### src/rtl/dfr_pkg.sv
// Shared types and constants for the dual fan relay and PWM sequencer.
`default_nettype none

package dfr_pkg;

    localparam int CMD_W = 7;

    localparam logic [CMD_W-1:0] DUTY_MAX      = 7'd100;
    localparam logic [CMD_W-1:0] SPEED_LEVEL   = 7'd30;
    localparam logic [CMD_W-1:0] TACHO_LEVEL   = 7'd10;

    localparam int PADDR_W = 3;
    localparam int PDATA_W = 32;

    // Register index, taken from paddr[2]
    typedef enum logic {
        REG_HAS_TACHO    = 1'b0,
        REG_FILLBOX_MODE = 1'b1
    } reg_idx_t;

    typedef struct packed {
        logic has_tacho;
        logic fillbox_mode;
    } cfg_t;

    // One control tick after saturation, as held in the input register
    typedef struct packed {
        logic [CMD_W-1:0] fan1_cmd;
        logic [CMD_W-1:0] fan2_cmd;
        logic             tach1_timed_out;
        logic             tach2_timed_out;
    } tick_t;

    typedef struct packed {
        logic [CMD_W-1:0] fan1_pwm;
        logic [CMD_W-1:0] fan2_pwm;
        logic             fan1_relay;
        logic             fan2_relay;
        logic             speed_over_30;
        logic             tacho_fault;
        logic             tach1_reload;
        logic             tach2_reload;
    } result_t;

    function automatic logic [CMD_W-1:0] sat_cmd(input logic [CMD_W-1:0] cmd);
        sat_cmd = (cmd > DUTY_MAX) ? DUTY_MAX : cmd;
    endfunction

endpackage

`default_nettype wire

### src/rtl/dfr_channel.sv
// One fan channel: ramp counter, relay latch and PWM gating.
`default_nettype none

module dfr_channel
    import dfr_pkg::*;
#(
    parameter int DELAY = 20
)
(
    input  wire logic             clk,
    input  wire logic             rst_n,
    input  wire logic             step,
    input  wire logic [CMD_W-1:0] cmd,
    output logic      [CMD_W-1:0] pwm,
    output logic                  relay
);

    localparam int CNT_W = $clog2(2 * DELAY + 1);
    localparam logic [CNT_W-1:0] DELAY_C = CNT_W'(DELAY);
    localparam logic [CNT_W-1:0] TOP_C   = CNT_W'(2 * DELAY);

    logic [CNT_W-1:0] count_reg;
    logic [CNT_W-1:0] count_next;
    logic             relay_reg;
    logic             relay_next;

    always_comb
    begin
        count_next = count_reg;
        relay_next = relay_reg;
        pwm        = '0;
        if (cmd != '0)
        begin
            if (count_reg > DELAY_C)
                relay_next = 1'b1;
            if (count_reg < TOP_C)
                count_next = count_reg + 1'b1;
            else
                pwm = cmd;
        end
        else if (count_reg != '0)
        begin
            count_next = count_reg - 1'b1;
            // new count below delay, i.e. old count at or below it
            if (count_reg <= DELAY_C)
                relay_next = 1'b0;
        end
        else
        begin
            relay_next = 1'b0;
        end
    end

    always_ff @(posedge clk or negedge rst_n)
    begin
        if (!rst_n)
        begin
            count_reg <= '0;
            relay_reg <= 1'b0;
        end
        else if (step)
        begin
            count_reg <= count_next;
            relay_reg <= relay_next;
        end
    end

    assign relay = relay_next;

endmodule

`default_nettype wire

### config.mk
export PLATFORM = sky130hd
export DESIGN_NAME = dfr_channel
export DESIGN_NICKNAME = d
export VERILOG_FILES = /design/src/rtl/dfr_pkg.sv /design/src/rtl/dfr_channel.sv
export SDC_FILE = /design/constraint.sdc
export NUM_CORES = 1
export LEC_CHECK = 0
export ABC_AREA = 1
export CORE_AREA = 2 2 39 41
export DETAILED_ROUTE_END_ITERATION = 8
export DIE_AREA = 0 0 41 43
export DONT_BUFFER_PORTS = 1
export PLACE_DENSITY_LB_ADDON = 0.08
export SETUP_SLACK_MARGIN = 0.2
export SYNTH_ARGS = -nofsm -noshare
export SYNTH_HDL_FRONTEND = slang
export SYNTH_SLANG_ARGS = --single-unit
### constraint.sdc
create_clock -name clk -period 1.8 [get_ports clk]
set_input_delay 0.36 -clock clk [delete_from_list [all_inputs] [get_ports clk]]
set_output_delay 0.36 -clock clk [all_outputs]
set_load 0.05 [all_outputs]
==> results of run 1 <==
-- cells in the mapped netlist --
cell type	instances	area, um^2
o31ai_2	1	12.5
nand3_2	1	10.0
maj3_2	1	11.3
a21oi_1	1	5.00
a31oi_1	1	6.26
o21ai_2	1	8.76
inv_2	2	7.51
o21ai_0	2	10.0
ha_1	1	12.5
o41ai_1	1	8.76
xor2_1	3	26.3
nand3_1	7	35.0
nand2_1	18	67.6
dfrtp_1	7	175
nor2_1	11	41.3
nand2_2	11	68.8
nand4_1	2	12.5
o21ai_1	4	20.0
nor2_2	2	12.5
inv_1	20	75.1
clkinv_4	1	8.76
nand2_4	2	22.5
nor2_8	1	20.0
-- final cells by class --
type | instances | area [um^2] | share of cell area (%)
Multi-Input combinational cell | 71 | 504 | 48.6
Timing Repair Buffer | 16 | 210 | 20.3
Sequential cell | 7 | 180 | 17.4
Inverter | 23 | 96.3 | 9.29
Clock buffer | 4 | 26.3 | 2.53
Tap cell | 16 | 20.0 | 1.93
-- kinds of logic after synthesis --
logic type      after synthesis  share of synthesized area [%]
xor+xnor                      3                           3.88
fa+ha+maj                     2                           3.51
buf+inv                      23                           13.5
simple gates                 55                           42.8
flops                         7                           25.8
compound gates               11                           10.5
-- power by group --
| part | internal, mW | switching [mW] | total (mW) | leakage (nW) |
|---|---|---|---|---|
| registers | 0.242 | 0.0775 | 0.319 | 0.0825 |
| clock network | 0.0847 | 0.0592 | 0.144 | 0.0150 |
| logic | 0.394 | 0.664 | 1.06 | 0.449 |
-- timing repair --
item / in CTS / in global routing
gates resized for setup: 13 / 13
hold buffers: 1 / 0
hold endpoints to repair: 7 / 0
pin swaps: 3 / 8
setup buffers: 2 / 3
cloned: 0 / 0
setup endpoints to repair: 8 / 14
-- path summary, 6_finish.rpt --
path,startpoint,to,slack [ns],cells after the start
max in group asynchronous,rst_n,count_reg[1],1.09,1
worst max-delay path,count_reg[0],relay,0.05,3
worst min-delay path,step,relay_reg,0.20,1
worst max register to register,count_reg[0],count_reg[3],0.20,9
worst min register to register,relay_reg,relay_reg,0.52,2
min in group asynchronous,rst_n,count_reg[4],0.43,1
-- worst register-to-register path, delay by kind of cell, from the launching register on --
kind	cells	cell delay [ns]
AOI/OAI and AO/OA	2	0.40
and+or+nand+nor	4	0.38
buffers and inverters	3	0.32
DFF	1	0.42
-- metal layers --
metal  GRT usage (%)  vias up  share of wire, %
li1                -      350                 -
met1            31.0      330                43
met2            37.2       23                50
met3            3.66        9               3.1
met4            14.0        0               3.8
met5               0        -                 0
-- through the flow --
step / cell area [um^2] / setup WS [ns] / total power, mW / instances / util, %
final: 1040 / 0.0533 / 1.52 / 137 / 75.0
after global routing: 1040 / 0.0122 / 1.61 / 137 / 75.0
after CTS: 965 / 0.0968 / 1.39 / 134 / 69.7
after detailed placement: 883 / 0.111 / 1.15 / 127 / 63.8
after global placement: 883 / 0.187 / 1.13 / 127 / 63.8
after floorplan: 701 / 0.107 / 0.890 / 101 / -
==> metrics.md, run 1 <==
| Metric | Value |
|---|---|
| Clock skew after layout | 0.00727 ns |
| Sink Count | 7 |
| Initial antenna violation count | 0 |
| Row count | 14 |
| Syn Nets | 112 |
| Status | completed |
| Final WL | 1820 um |
| DRT Pass-1 Iters | 5 |
| Slew Viols, Final | 0 |
| Crit share post-route | 97.0% |
| CP max stage cell | maj3_2 |
| Fin. Hold Viols | 0 |
| Worst path cell trace | o21ai_2 > a31oi_1 > maj3_2 |
| Max rail drop VDD | 0.874 mV |
| Clock slew at reported path FFs | 0.05 ns |
| Starting DRT DRC Count | 16 |
| Die Y | 43 um |
| Critical path peak fanout | 2 |
| TritonCTS Buffers | 3 |
| Max FFs per register | 6 |
| Leakage power | 0.547 nW |
| Final global-route overflow total | 0 |
| CP required | 1.44 ns |
| Slew HR | 73.5% |
| H-tree depth reported by CTS | 1 |
| Mean routed wirelength per cell | 13.3 um |
| Vias per Instance | 5.20 |
| Initial Util | 49.0% |
| Maximum clock rate | 572 MHz |
| Yosys reg bits | 7 |
| CORE AREA | 1380 um^2 |
| Most frequent cells in the layout | nand2_1, inv_1, nand2_2 |
| Post-Synthesis Cell Area | 678 um^2 |
| DRC Markers | 0 |
| Vias in the first global route | 653 |
| Area Overhead vs Synth | 53.0% |
| Layout cells sized above 1 | 52.1% |
| Post-DRT Antenna Nets | 0 |
| Avg Cell Area, Syn | 6.71 um^2 |
| Fin crit period | 1.75 ns |
| RSZ-0062 raised after global routing | yes |
| Slowest stage delay, CP | 0.45 ns |
| Yosys cell types | 23 |
| Max Cap Viol | 0 |
| GPL Wtd Cong | 0.912 |
| CTS tree | yes |
| CTS Buffer Depth | 2 |
| Worst Hold Class | in -> reg |
| Clk_lat worst skew | 0.26 ns |
| Actual slew at the worst max-slew pin | 0.392 ns |
| Sequential area share after synthesis | 25.8% |
| Die area | 1760 um^2 |
| Crit path capture type | output pin |
| Die width | 41 um |
| Overall global routing resource usage | 24.3% |
| Pin count of the biggest net entering global routing | 9 |
| Critical path class | reg -> out |
| # nets final | 133 |
| Cell Pwr Density | 1470 nW/um^2 |
| Synth warn | 0 |
| Gate Count Post-Synth | 101 |
| Commonest non-fill, non-tap cell in the layout | nand2_1 |
| DP HPWL | 1300 um |
| CP delay by family, top | adder cells |
| Setup tns final | 0 ns |
| Root buffer cell | clkbuf_4 |
| Final setup vio count | 0 |
| N_diodes | 0 |
| I/O Buffers | 0 |
| Fillers | 98 |
| Worst EP arrival | 1.39 ns |
| IO Pins | 18 |
| Min Hold Slack | 0.203 ns |
| First-pass GRT wire length | 2810 um |
| Vias | 712 |
| Bufs and invs on worst path | 0 |
| CP Launch Type | register |
Note: power is estimated with default switching activity, not from simulation.
==> inputs of run 2 (changes only) <==
- clock period: 1.8 -> 2.1 ns (I/O delays scaled with it)
==> metrics.md, run 2 (synthesized netlist as in run 1, its figures left out) <==
| Metric | Value |
|---|---|
| Status | completed (unchanged) |
| CP Launch Type | register (unchanged) |
| Die area | 1760 um^2 (unchanged) |
| Post-Route Utilization | 58.0% (was 75.0%) |
| Clock slew at reported path FFs | 0.06 ns (was 0.05 ns) |
| CP required | 1.68 ns (was 1.44 ns) |
| Vias | 656 (was 712) |
| N_diodes | 0 (unchanged) |
| Pin count of the biggest net entering global routing | 10 (was 9) |
| Area Overhead vs Synth | 18.5% (was 53.0%) |
| Root buffer cell | clkbuf_4 (unchanged) |
| Dpl cell area | 751 um^2 (was 883 um^2) |
| GPL Wtd Cong | 0.833 (was 0.912) |
| Placed Instances | 124 (was 127) |
| Finished layout cell area | 803 um^2 (was 1040 um^2) |
| Starting DRT DRC Count | 12 (was 16) |
| Max rail drop VDD | 0.558 mV (was 0.874 mV) |
| Vias per Instance | 5.05 (was 5.20) |
| Commonest non-fill, non-tap cell in the layout | inv_1 (was nand2_1) |
| Slew HR | 72.3% (was 73.5%) |
| Slowest stage delay, CP | 0.45 ns (about the same) |
| Layout cells sized above 1 | 35.1% (was 52.1%) |
| Fin crit period | 1.91 ns |
| CP max stage cell | maj3_2 (unchanged) |
| Non-Filler Instances | 130 (was 137) |
| I/O Buffers | 0 (unchanged) |
| TritonCTS Buffers | 3 (unchanged) |
| Worst Hold Class | in -> reg (unchanged) |
| Max Cap Viol | 0 (unchanged) |
| Sink Count | 7 (unchanged) |
| Final WL | 1550 um (was 1820 um) |
| IO Pins | 18 (unchanged) |
| DRT Pass-1 Iters | 4 (was 5) |
| Die Y | 43 um (unchanged) |
| Die width | 41 um (unchanged) |
| Mean routed wirelength per cell | 11.9 um (was 13.3 um) |
| CORE AREA | 1380 um^2 (unchanged) |
| Worst path cell trace | o21ai_0 > a31oi_1 > maj3_2 (was o21ai_2 > a31oi_1 > maj3_2) |
| Actual slew at the worst max-slew pin | 0.410 ns (was 0.392 ns) |
| Clk_lat worst skew | 0.26 ns (about the same) |
| Initial Util | 49.0% (unchanged) |
| Crit path capture type | output pin (unchanged) |
| # nets final | 126 (was 133) |
| Critical path class | reg -> out (unchanged) |
| Leakage power | 0.487 nW (was 0.547 nW) |
| Initial antenna violation count | 0 (unchanged) |
| Most frequent cells in the layout | inv_1, nand2_1, nand2_2, nor2_1, buf_4 (was nand2_1, inv_1, nand2_2) |
| Slew Viols, Final | 0 (unchanged) |
| Vias in the first global route | 609 (was 653) |
| RSZ-0062 raised after global routing | no (was yes) |
| DP HPWL | 1190 um (was 1300 um) |
| Setup tns final | 0 ns (unchanged) |
| Cell Pwr Density | 1300 nW/um^2 (was 1470 nW/um^2) |
| Fin. Hold Viols | 0 (unchanged) |
| Post-DRT Antenna Nets | 0 (unchanged) |
| DRC Markers | 0 (unchanged) |
| Maximum clock rate | 522 MHz |
| Overall global routing resource usage | 20.6% (was 24.3%) |
| Worst EP arrival | 1.49 ns (was 1.39 ns) |
| Final setup vio count | 0 (unchanged) |
| Clock skew after layout | 0.00267 ns (was 0.00727 ns) |
| CTS Buffer Depth | 2 (unchanged) |
| Max FFs per register | 6 (unchanged) |
| Critical path peak fanout | 4 (was 2) |
| Crit share post-route | 91.2% |
| Final global-route overflow total | 0 (unchanged) |
| H-tree depth reported by CTS | 1 (unchanged) |
| Row count | 14 (unchanged) |
| CTS tree | yes (unchanged) |
| First-pass GRT wire length | 2480 um (was 2810 um) |
## run 2: changes by cell type in the layout (fill, tap and decap cells not counted), sizes merged
cell,change
buf,-7
## run 2: final timing paths
kind | startpoint | end | slack (ns) | depth (start not counted)
min | step | relay_reg | 0.25 | 1
max reg2reg | count_reg[4] | count_reg[5] | 0.55 | 8
max | count_reg[1] | relay | 0.19 | 3
min in group asynchronous | rst_n | count_reg[2] | 0.50 | 1
max in group asynchronous | rst_n | count_reg[0] | 1.33 | 1
min reg2reg | count_reg[5] | count_reg[5] | 0.51 | 2
## run 2: what timing repair did
action                                 in CTS  in global routing
endpoints found under the hold margin       7                  0
gates resized for setup                     2                  4
buffers inserted                            0                  1
hold buffers                                1                  0
setup endpoints to repair                   7                  8
pin swaps                                   0                  1
## run 2: metrics by stage
stage | power (mW) | hold WS, ns | worst slack (ns)
3_5_place_dp | 0.870 | 0.125 | 0.288
5_1_grt | 1.12 | 0.236 | 0.141
3_3_place_gp | 0.865 | 0.125 | 0.327
6_report | 1.04 | 0.248 | 0.185
2_1_floorplan | 0.750 | 0.124 | 0.185
4_1_cts | 1.01 | 0.241 | 0.207
## run 2: worst max-delay path: cells and delay by family, from the launching register on
family | cells | cell delay [ns]
adders and majority gates | 1 | 0.45
DFF | 1 | 0.44
AOI/OAI and AO/OA | 2 | 0.34
## run 2: where the power goes
group / internal, mW / switching (mW)
clock network: 0.0731 / 0.0591
registers: 0.207 / 0.0976
logic: 0.193 / 0.413
total: 0.473 / 0.570
## run 2: cell type report
| cell class | count | area, um^2 |
|---|---|---|
| sequential | 7 | 180 |
| fill | 132 | 581 |
| clock buffer | 4 | 26.3 |
| inverter | 23 | 91.3 |
| tap | 16 | 20.0 |
| multi-input combinational | 71 | 415 |
| timing repair buffer | 9 | 70.1 |
## run 2: layer usage
metal / vias up / wire, um / track usage, %
met5: - / 0 / 0
met4: 0 / 23 / 10.0
met3: 4 / 105 / 4.71
met2: 25 / 747 / 32.2
met1: 287 / 675 / 25.2
li1: 340 / - / -
==> inputs of run 3 (changes only) <==
- clock period: 2.1 -> 1.84 ns (I/O delays scaled with it)
==> metrics.md, run 3 (synthesized netlist as in run 1, its figures left out) <==
| Metric | Value |
|---|---|
| Status | completed (unchanged) |
| Met2 GRT Util | 36.6% (was 32.2%) |
| CORE AREA | 1380 um^2 (unchanged) |
| Maximum clock rate | 581 MHz |
| Leakage power | 0.536 nW (was 0.487 nW) |
| GR Layer Usage met1 | 27.8% (was 25.2%) |
| Finished layout cell area | 931 um^2 (was 803 um^2) |
| Max FFs per register | 6 (unchanged) |
| Worst Hold Class | in -> reg (unchanged) |
| Crit path capture type | output pin (unchanged) |
| IO Pins | 18 (unchanged) |
| I/O Buffers | 0 (unchanged) |
| Layout cells sized above 1 | 47.5% (was 35.1%) |
| CP Launch Type | register (unchanged) |
| Root buffer cell | clkbuf_4 (unchanged) |
| Area Overhead vs Synth | 37.3% (was 18.5%) |
| Initial Util | 49.0% (unchanged) |
| Most frequent cells in the layout | nand2_1, inv_1, nand2_2 (was inv_1, nand2_1, nand2_2, nor2_1, buf_4) |
| Critical path peak fanout | 5 (was 4) |
| Post-DRT Antenna Nets | 0 (unchanged) |
| Vias in the first global route | 720 (was 609) |
| Fin crit period | 1.72 ns |
| Final setup vio count | 0 (unchanged) |
| Crit share post-route | 93.5% |
| Post-Route Utilization | 67.3% (was 58.0%) |
| N_diodes | 0 (unchanged) |
| Worst EP arrival | 1.35 ns (was 1.49 ns) |
| Place WS | 0.216 ns (was 0.288 ns) |
| Routing usage on met3 | 12.0% (was 4.71%) |
| Slew HR | 73.3% (was 72.3%) |
| Slew Viols, Final | 0 (unchanged) |
| CTS tree | yes (unchanged) |
| Fin. Hold Viols | 0 (unchanged) |
| Die width | 41 um (unchanged) |
| TritonCTS Buffers | 3 (unchanged) |
| Pin count of the biggest net entering global routing | 9 (was 10) |
| Clk_lat worst skew | 0.26 ns (about the same) |
| # nets final | 134 (was 126) |
| Non-Filler Instances | 138 (was 130) |
| Fillers | 125 (was 132) |
| Final global-route overflow total | 0 (unchanged) |
| Clock slew at reported path FFs | 0.05 ns (was 0.06 ns) |
| Final Power | 1.35 mW (was 1.04 mW) |
| Max Cap Viol | 0 (unchanged) |
| Final WL | 1710 um (was 1550 um) |
| DRT Pass-1 Iters | 5 (was 4) |
| Starting DRT DRC Count | 24 (was 12) |
| Vias per Instance | 5.19 (was 5.05) |
| Post-route setup slack | 0.120 ns (was 0.185 ns) |
| Die Y | 43 um (unchanged) |
| DP HPWL | 1180 um (was 1190 um) |
| First-pass GRT wire length | 2850 um (was 2480 um) |
| CP required | 1.47 ns (was 1.68 ns) |
| Die area | 1760 um^2 (unchanged) |
| Actual slew at the worst max-slew pin | 0.395 ns (was 0.410 ns) |
| Placed Instances | 127 (was 124) |
| Overall global routing resource usage | 24.0% (was 20.6%) |
| GRT Max-Usage Layer | met2 (unchanged) |
| RSZ-0062 raised after global routing | yes (was no) |
| Row count | 14 (unchanged) |
| Dpl cell area | 773 um^2 (was 751 um^2) |
| DRC Markers | 0 (unchanged) |
| Mean routed wirelength per cell | 12.4 um (was 11.9 um) |
| Sink Count | 7 (unchanged) |
| Initial antenna violation count | 0 (unchanged) |
| Critical path class | reg -> out (unchanged) |
| Cell Pwr Density | 1450 nW/um^2 (was 1300 nW/um^2) |
| GPL Wtd Cong | 0.867 (was 0.833) |
| Commonest non-fill, non-tap cell in the layout | nand2_1 (was inv_1) |
| Clock skew after layout | 0.00221 ns (was 0.00267 ns) |
| Vias | 716 (was 656) |
| H-tree depth reported by CTS | 1 (unchanged) |
| CTS Buffer Depth | 2 (unchanged) |
| Max rail drop VDD | 0.869 mV (was 0.558 mV) |
run 3: report_power, final:
group / internal, mW / switching (mW)
Clock: 0.0830 / 0.0611
Sequential: 0.232 / 0.0633
Combinational: 0.325 / 0.583
Total: 0.640 / 0.707
run 3: stage by stage:
step | hold slack, ns | setup TNS [ns]
finish | 0.196 | 0
global route | 0.181 | 0
CTS | 0.190 | 0
detailed placement | 0.0726 | 0
global placement | 0.0726 | 0
floorplan | 0.0724 | -0.160
run 3: repair_timing:
action,in CTS,in global routing
buffers inserted,4,2
hold buffers,1,0
pin swaps,2,5
resized for setup,22,7
hold endpoints to repair,7,0
endpoints found under the setup margin,8,12
run 3: area by class of cell:
cell class / instances / area, um^2 / share of cell area, %
Multi-Input combinational cell: 71 / 453 / 48.7
Tap cell: 16 / 20.0 / 2.15
Timing Repair Buffer: 17 / 160 / 17.2
Clock buffer: 4 / 26.3 / 2.82
Inverter: 23 / 93.8 / 10.1
Sequential cell: 7 / 178 / 19.1
run 3: path summary, 6_finish.rpt:
path | startpoint | endpoint | slack (ns) | cells past startpoint
hold reg to reg | relay_reg | relay_reg | 0.52 | 2
min in group asynchronous | rst_n | count_reg[1] | 0.45 | 1
setup / recovery | count_reg[4] | relay | 0.12 | 3
max in group asynchronous | rst_n | count_reg[0] | 1.11 | 1
hold / removal | step | relay_reg | 0.20 | 1
setup reg to reg | count_reg[1] | count_reg[3] | 0.28 | 9
run 3: worst max-delay path: stages, from the launching register on:
cell     delay [ns]
dfrtp_2        0.45
nor2_2         0.14
a31oi_1        0.06
maj3_2         0.45
run 3: per-layer routing:
layer | part of all wire, % | wire length, um
met3 | 7.9 | 135
met2 | 49 | 842
met4 | 1.3 | 23
met1 | 41 | 708
met5 | 0 | 0
